===== src/hw/rtl/qhct_pkg.sv =====
// qhct_pkg: shared types and constants of the quiet history counter table
// used by the controller, the datapath and the top level
// no dependencies

package qhct_pkg;

	localparam int unsigned CounterW   = 16;
	localparam int unsigned TableDepth = 8192;
	localparam int unsigned AddrW      = $clog2(TableDepth);
	localparam int unsigned BonusW     = 15;
	localparam int unsigned DepthW     = 9;
	localparam int unsigned CfgIndexW  = 2;
	localparam int unsigned CfgDataW   = 16;

	localparam logic [CfgIndexW-1:0] CFG_BONUS_LIMIT = 2'd0;
	localparam logic [CfgIndexW-1:0] CFG_COUNTER_MAX = 2'd1;
	localparam logic [CfgIndexW-1:0] CFG_COUNTER_MIN = 2'd2;

	localparam logic [BonusW-1:0]          BONUS_LIMIT_RST = 15'd16384;
	localparam logic [BonusW-1:0]          COUNTER_MAX_RST = 15'd16384;
	localparam logic signed [CounterW-1:0] COUNTER_MIN_RST = -16'sd16384;

	// commands from the controller to the datapath
	typedef struct packed {
		logic clr_we;   // write zero at the sweep address
		logic load;     // item transfer: capture fields, start table read
		logic upd_we;   // write back the updated counter
		logic out_load; // capture the query result
	} qhct_cmd_t;

	// status from the datapath to the controller
	typedef struct packed {
		logic clr_last; // sweep address at the final entry
		logic is_update;
		logic quiet;
	} qhct_status_t;

endpackage


===== src/hw/rtl/qhct_ctrl.sv =====
// qhct_ctrl: controller state machine of the quiet history counter table
// sequences the clearing sweep, item transfers and result hand-off
// depends on qhct_pkg

module qhct_ctrl
	import qhct_pkg::*;
(
	input  logic         clk,
	input  logic         arst_n,
	input  logic         in_valid,
	output logic         in_ready,
	output logic         out_valid,
	input  logic         out_ready,
	input  qhct_status_t status,
	output qhct_cmd_t    cmd
);

	typedef enum logic [2:0] {
		ST_CLEAR = 3'b001,
		ST_IDLE  = 3'b010,
		ST_CALC  = 3'b100
	} state_t;

	state_t state_q, state_d;
	logic   out_valid_q, out_valid_d;
	logic   out_free;

	assign out_free  = !out_valid_q || out_ready;
	assign in_ready  = (state_q == ST_IDLE);
	assign out_valid = out_valid_q;

	always_comb begin
		state_d      = state_q;
		cmd          = '0;
		out_valid_d  = out_valid_q && !out_ready;
		unique case (state_q)
			ST_CLEAR: begin
				cmd.clr_we = 1'b1;
				if (status.clr_last) begin
					state_d = ST_IDLE;
				end
			end
			ST_IDLE: begin
				if (in_valid) begin
					cmd.load = 1'b1;
					state_d  = ST_CALC;
				end
			end
			ST_CALC: begin
				if (status.is_update) begin
					cmd.upd_we = status.quiet;
					state_d    = ST_IDLE;
				end else if (out_free) begin
					// ram read data holds until the slot frees
					cmd.out_load = 1'b1;
					out_valid_d  = 1'b1;
					state_d      = ST_IDLE;
				end
			end
			default: begin
				state_d = ST_CLEAR;
			end
		endcase
	end

	always_ff @(posedge clk or negedge arst_n) begin
		if (!arst_n) begin
			state_q     <= ST_CLEAR;
			out_valid_q <= 1'b0;
		end else begin
			state_q     <= state_d;
			out_valid_q <= out_valid_d;
		end
	end

	a_one_item: assert property (@(posedge clk) disable iff (!arst_n)
		(in_valid && in_ready) |=> !in_ready)
		else $error("second item taken while one is in flight");

	a_result_from_calc: assert property (@(posedge clk) disable iff (!arst_n)
		$rose(out_valid) |-> $past(state_q == ST_CALC && !status.is_update))
		else $error("result raised outside a query");

	a_no_write_clash: assert property (@(posedge clk) disable iff (!arst_n)
		!(cmd.upd_we && (cmd.clr_we || cmd.out_load)))
		else $error("update write overlaps another command");

	a_no_result_while_clearing: assert property (@(posedge clk) disable iff (!arst_n)
		(state_q == ST_CLEAR) |-> !out_valid_q)
		else $error("result pending during the clearing sweep");

endmodule


===== config.mk =====
export PLATFORM = sky130hd
export DESIGN_NAME = qhct_ctrl
export DESIGN_NICKNAME = d
export VERILOG_FILES = /design/src/hw/rtl/qhct_pkg.sv /design/src/hw/rtl/qhct_ctrl.sv
export SDC_FILE = /design/constraint.sdc
export NUM_CORES = 1
export LEC_CHECK = 0
export BUFFER_PORTS_ARGS = -buffer_cell sky130_fd_sc_hd__buf_2
export CAP_MARGIN = 20
export CORE_AREA = 2 2 39 41
export CTS_CLUSTER_SIZE = 20
export DETAILED_ROUTE_END_ITERATION = 12
export DIE_AREA = 0 0 41 43
export GPL_TIMING_DRIVEN = 1
export PLACE_DENSITY_LB_ADDON = 0.05
export SKIP_LAST_GASP = 1
export SYNTH_ARGS = -nofsm -noshare
export SYNTH_HDL_FRONTEND = slang
export SYNTH_SLANG_ARGS = --single-unit

===== constraint.sdc =====
create_clock -name clk -period 2.3 [get_ports clk]
set_input_delay 0.115 -clock clk [delete_from_list [all_inputs] [get_ports clk]]
set_output_delay 0.115 -clock clk [all_outputs]
set_load 0.1 [all_outputs]

## Word level (Yosys, flattened, before mapping)

Index checks and enable logic that the tools add are counted.

| operators by class | value |
|---|---|
| add/subtract/negate cells | 0 |
| multiply operators | 0 |
| divide/modulo/power cells | 0 |
| order comparisons | 0 |
| eq/ne operators | 6 |
| shift operators | 0 |
| multiplexer cells | 15 |
| bitwise operators | 0 |
| reductions and logical operators | 5 |

Operators by type and width:

| cell | count |
|---|---|
| $mux W3 | 4 |
| $mux W1 | 9 |
| $pmux W3 S3 | 1 |
| $ne A2 B2 Y1 const B | 2 |
| $eq A3 B1 Y1 const B | 1 |
| $eq A3 B2 Y1 const B | 1 |
| $eq A3 B3 Y1 const B | 1 |
| $ne A3 B3 Y1 const B | 1 |
| $reduce_and A3 Y1 | 1 |
| $logic_not A1 Y1 | 2 |
| $mux W2 | 1 |
| $logic_and A1 B1 Y1 | 1 |
| $logic_or A1 B1 Y1 | 1 |

| storage, ports and cells | value |
|---|---|
| bits in registers | 4 |
| bits in latches | 0 |
| memory bits (writable) | 0 |
| bits in read-only memories | 0 |
| input bits | 7 |
| output and inout bits | 6 |
| logic and storage cells | 28 |
| memories kept | 0 |

## Depth between registers and ports, before layout

| depth | value |
|---|---|
| word-level depth | 5 |
| mapped depth | 2 |
| depth with buffers taken out | 2 |

## Worst setup path before layout

No wires, ideal clock.

| timing path | value |
|---|---|
| path type | reg2reg |
| start | reg state_q[2] |
| end | reg state_q[2] |
| library setup time | 0.088 ns |
| data arrival time | 3.747 ns |
| data required time | 2.212 ns |
| setup slack | -1.535 ns |
| cell stages (with the launch flop) | 3 |
| path buffers | 0 |
| period minus slack after synthesis | 3.835 ns |
| cell sequence | dfrtp_1 -> nor4bb_1 -> o21bai_1 |

| between the ends | value |
|---|---|
| longest elaborated chain between the ends | 3 |
| elaborated cells between the ends (all ways) | 8 |
| those cells by class | eq/ne (6); mux (1); reduce/logical (1) |

RTL lines:

| item | RTL line | RTL |
|---|---|---|
| start: declaration | qhct_ctrl.sv:24 | `state_t state_q, state_d;` |
| start signal: assignment | qhct_ctrl.sv:71 | `state_q <= state_d;` |
| $eq A3 B3 Y1 (tied with other cells) | qhct_ctrl.sv:36 | `unique case (state_q)` |
| $ne A3 B3 Y1 (no source line) or $ne A2 B2 Y1 (tied branches) | -- |  |
| $reduce_and A3 Y1 (no source line) | -- |  |

Several ways; a longest one is shown, not always the timed one.
A chain may end at the register's enable or synchronous reset.

==> impl_results.rst <==
.. list-table::
   :header-rows: 1

   * - Metric
     - Value
   * - Result of the run
     - completed
   * - Number of cell rows
     - 14
   * - Depth of the most critical reg-to-reg path
     - 2
   * - Signed area change from the synthesized netlist to the final layout
     - 62.4%
   * - Number of I/O port buffers
     - 12
   * - Buffers inserted by post-CTS timing repair
     - 0
   * - Area fraction in compound gates after synthesis
     - 0.159
   * - Vias in the first global route
     - 273
   * - Worst reg2reg path endpoint
     - out_valid
   * - Total congestion overflow after global routing
     - 0
   * - Wire length of the first global-routing pass
     - 1.04 mm
   * - Number of endpoints failing setup at the final stage
     - 0
   * - Hold-fix buffer count after cts
     - 1
   * - Slew at the pin closest to its max-slew limit
     - 487 ps
   * - Buffer levels on the longest clock path
     - 2
   * - Final total power
     - 0.000486 W
   * - Number of fillers in the final layout
     - 160
   * - End-of-flow core utilization
     - 0.278
   * - Clock slew at the register clock pins of the worst setup and hold paths
     - 40 ps
   * - Instance count along the most critical hold path
     - 2
   * - Vias per Instance
     - 4.56
   * - Top fanout value on the critical path
     - 9
   * - Master cell of the clock root buffer
     - sky130_fd_sc_hd__clkbuf_4
   * - Critical path launch point type
     - flop
   * - First DRT Iteration DRCs
     - 2
   * - Detailed Routing Iterations Pass 1
     - 2
   * - Critical setup path kind
     - reg2out
   * - Vias after detailed routing
     - 251
   * - Share of the yosys chip area belonging to registers
     - 0.429
   * - Terminating pin of the worst hold path
     - out_valid
   * - Register-to-Register Setup Slack
     - 1030 ps
   * - Routed wirelength normalized by instance count
     - 11.6 um
   * - Number of cells produced by synthesis
     - 22
   * - Syn avg cell area
     - 10.7 sq um
   * - Count of antenna-violating nets left after detailed routing
     - 0
   * - Fraction of the mapped netlist area in adder cells
     - 0
   * - YS warnings
     - 0
   * - NumNets Final
     - 47
   * - Global routing usage summed across all routing layers
     - 0.0938
   * - Effective utilization at floorplan
     - 0.171
   * - Register Area
     - 101 sq um
   * - Post-Syn Area
     - 236 sq um
   * - Fraction of layout cells with a size suffix above 1
     - 0.513
   * - Finished layout cell area
     - 384 sq um
   * - Unique cell type count in the Yosys netlist
     - 15
   * - DRC errors left
     - 0
   * - Pwr/cell area
     - 1260 mW/mm^2
   * - Leakage dissipation
     - 0.179 nW
   * - Type of the worst min-delay path
     - in2reg
   * - Placed instance area
     - 348 sq um
   * - Die area
     - 0.00176 sq mm
   * - Multiplexer share of the synthesized area
     - 0
   * - I/O Pins
     - 13
   * - Met2 layer wire length in the routed design
     - 352 um
   * - Total routed wirelength
     - 638 um
   * - Number of nets in the synthesized netlist
     - 29
   * - Worst endpoint required time
     - 2180 ps
   * - Simple-Gate Fraction of Synth Area
     - 0.413
   * - Final hold violations
     - 0
   * - Synthesized flop and latch total
     - 4
   * - Number of max-slew violations in the final report
     - 0
   * - Combinational family with the most area after synthesis
     - simple AND/OR/NAND/NOR gates
   * - Total CTS buffers
     - 3
   * - Final worst hold slack
     - 161 ps
   * - Standard cell core area
     - 0.00138 sq mm
   * - Worst rel slew slack
     - 0.678
   * - Met3 wirelength from detailed routing
     - 33 um
   * - Antenna diode count
     - 0
   * - CTS sink cnt
     - 4
   * - Uppermost layer routed
     - met3
   * - H-tree lvl count
     - 1
   * - CP endpoint kind
     - output port
   * - Worst Hold Launch
     - status[1]
   * - Area taken by multi-input logic gates
     - 166 sq um
   * - Data arrival time of the critical path
     - 1800 ps
   * - Peak ir drop on the vdd network
     - 474 uV
   * - RSZ-0062 raised after global routing
     - no
   * - Pin count of the biggest net entering global routing
     - 10
   * - Maximum clock frequency
     - 522 MHz
   * - Insertion delay to the later sink of the worst-skew pair
     - 240 ps
   * - Final RePlAce weighted congestion
     - 0.682
   * - Y dimension of the die
     - 43 um
   * - Number of cells upsized or downsized after cts
     - 0
   * - Xor and xnor area share after synthesis
     - 0
   * - TritonCTS clock tree
     - built
   * - Reg2Reg Launch Point
     - state_q[2]
   * - Die span in x
     - 41 um
   * - Total Negative Setup Slacks
     - 0 ps
   * - Length of routed wiring on met1
     - 253 um
   * - Period utilisation layout
     - 0.834
   * - Maximum Capacitance Violations
     - 0
   * - Number of antenna violations at the first check in global routing
     - 0
   * - Period minus WS final
     - 1920 ps
   * - Skew final
     - 8.75 ps
==> registers in the layout (all words and copies together) (netlist names) <==
signal     count
out_valid      1
state_q        3
==> worst max path at each step <==
stage	start	endpoint	slack [ps]	depth (start not counted)
after floorplan	state_q[1]	in_ready	190	2
after global routing	state_q[2]	cmd[0]	330	3
after global placement	state_q[2]	cmd[0]	670	3
after CTS	state_q[2]	cmd[0]	360	3
final	state_q[2]	cmd[0]	380	3
after detailed placement	state_q[2]	cmd[0]	630	3
==> cells by family (layout without fill, tap and decap cells) <==
logic type	after synthesis	after routing
flip-flops	4	4
AND/OR/NAND/NOR	13	13
AO/OA/AOI/OAI	5	5
buffers and inverters	0	17
==> final cells by class <==
cell class / instances / share of cell area
clock buffer: 4 / 0.0684
timing repair buffer: 13 / 0.182
sequential: 4 / 0.264
tap: 16 / 0.0521
multi-input combinational: 18 / 0.433
==> per-stage QoR <==
| step | worst slack (ps) | instances |
|---|---|---|
| 6_report | 383 | 55 |
| 5_1_grt | 325 | 55 |
| 4_1_cts | 365 | 55 |
| 3_5_place_dp | 628 | 50 |
| 3_3_place_gp | 674 | 50 |
| 2_1_floorplan | 191 | 22 |
==> synthesized netlist by cell type <==
cell type,n,area share
sky130_fd_sc_hd__o21bai_1,2,0.063
sky130_fd_sc_hd__dfrtp_1,3,0.32
sky130_fd_sc_hd__nor3b_1,2,0.063
sky130_fd_sc_hd__nor4bb_1,2,0.085
sky130_fd_sc_hd__nor3_1,1,0.021
sky130_fd_sc_hd__and3b_1,1,0.037
sky130_fd_sc_hd__nor2_1,1,0.016
sky130_fd_sc_hd__and2b_1,1,0.032
sky130_fd_sc_hd__and3_2,1,0.032
sky130_fd_sc_hd__a221o_1,1,0.042
sky130_fd_sc_hd__o31ai_1,1,0.032
sky130_fd_sc_hd__dfstp_2,1,0.11
sky130_fd_sc_hd__or3b_1,2,0.074
sky130_fd_sc_hd__nor2b_1,2,0.053
sky130_fd_sc_hd__o21ai_0,1,0.021
==> per-layer routing <==
layer | up-vias | global-route usage
met5 | - | 0
met4 | 0 | 0.100
met3 | 0 | 0.0314
met2 | 10 | 0.138
met1 | 123 | 0.0912
li1 | 118 | -
==> where the power goes <==
part           switching [W]  total (W)  internal (W)
combinational       0.000184   0.000250     0.0000667
clock              0.0000306  0.0000958     0.0000652
sequential         0.0000431   0.000140     0.0000966
total               0.000257   0.000486      0.000228
==> critical path, stage by stage (launching register included) <==
cell and delay [ps]:
sky130_fd_sc_hd__dfrtp_1 530, sky130_fd_sc_hd__or3b_1 460, sky130_fd_sc_hd__nor3_4 130, sky130_fd_sc_hd__buf_2 440
==> cell usage in the layout (no fill, tap or decap), drive strengths merged <==
master and n:
and3 1, nor2 1, o21bai 2, dfrtp 3, nor4bb 2, nor3 1, dlygate4sd3 1, nor3b 2
buf 12, clkbuf 4, a221o 1, o21ai 1, dfstp 1, nor2b 2, o31ai 1, or3b 2
and2b 1, and3b 1
(Power assumes the default switching activity.)
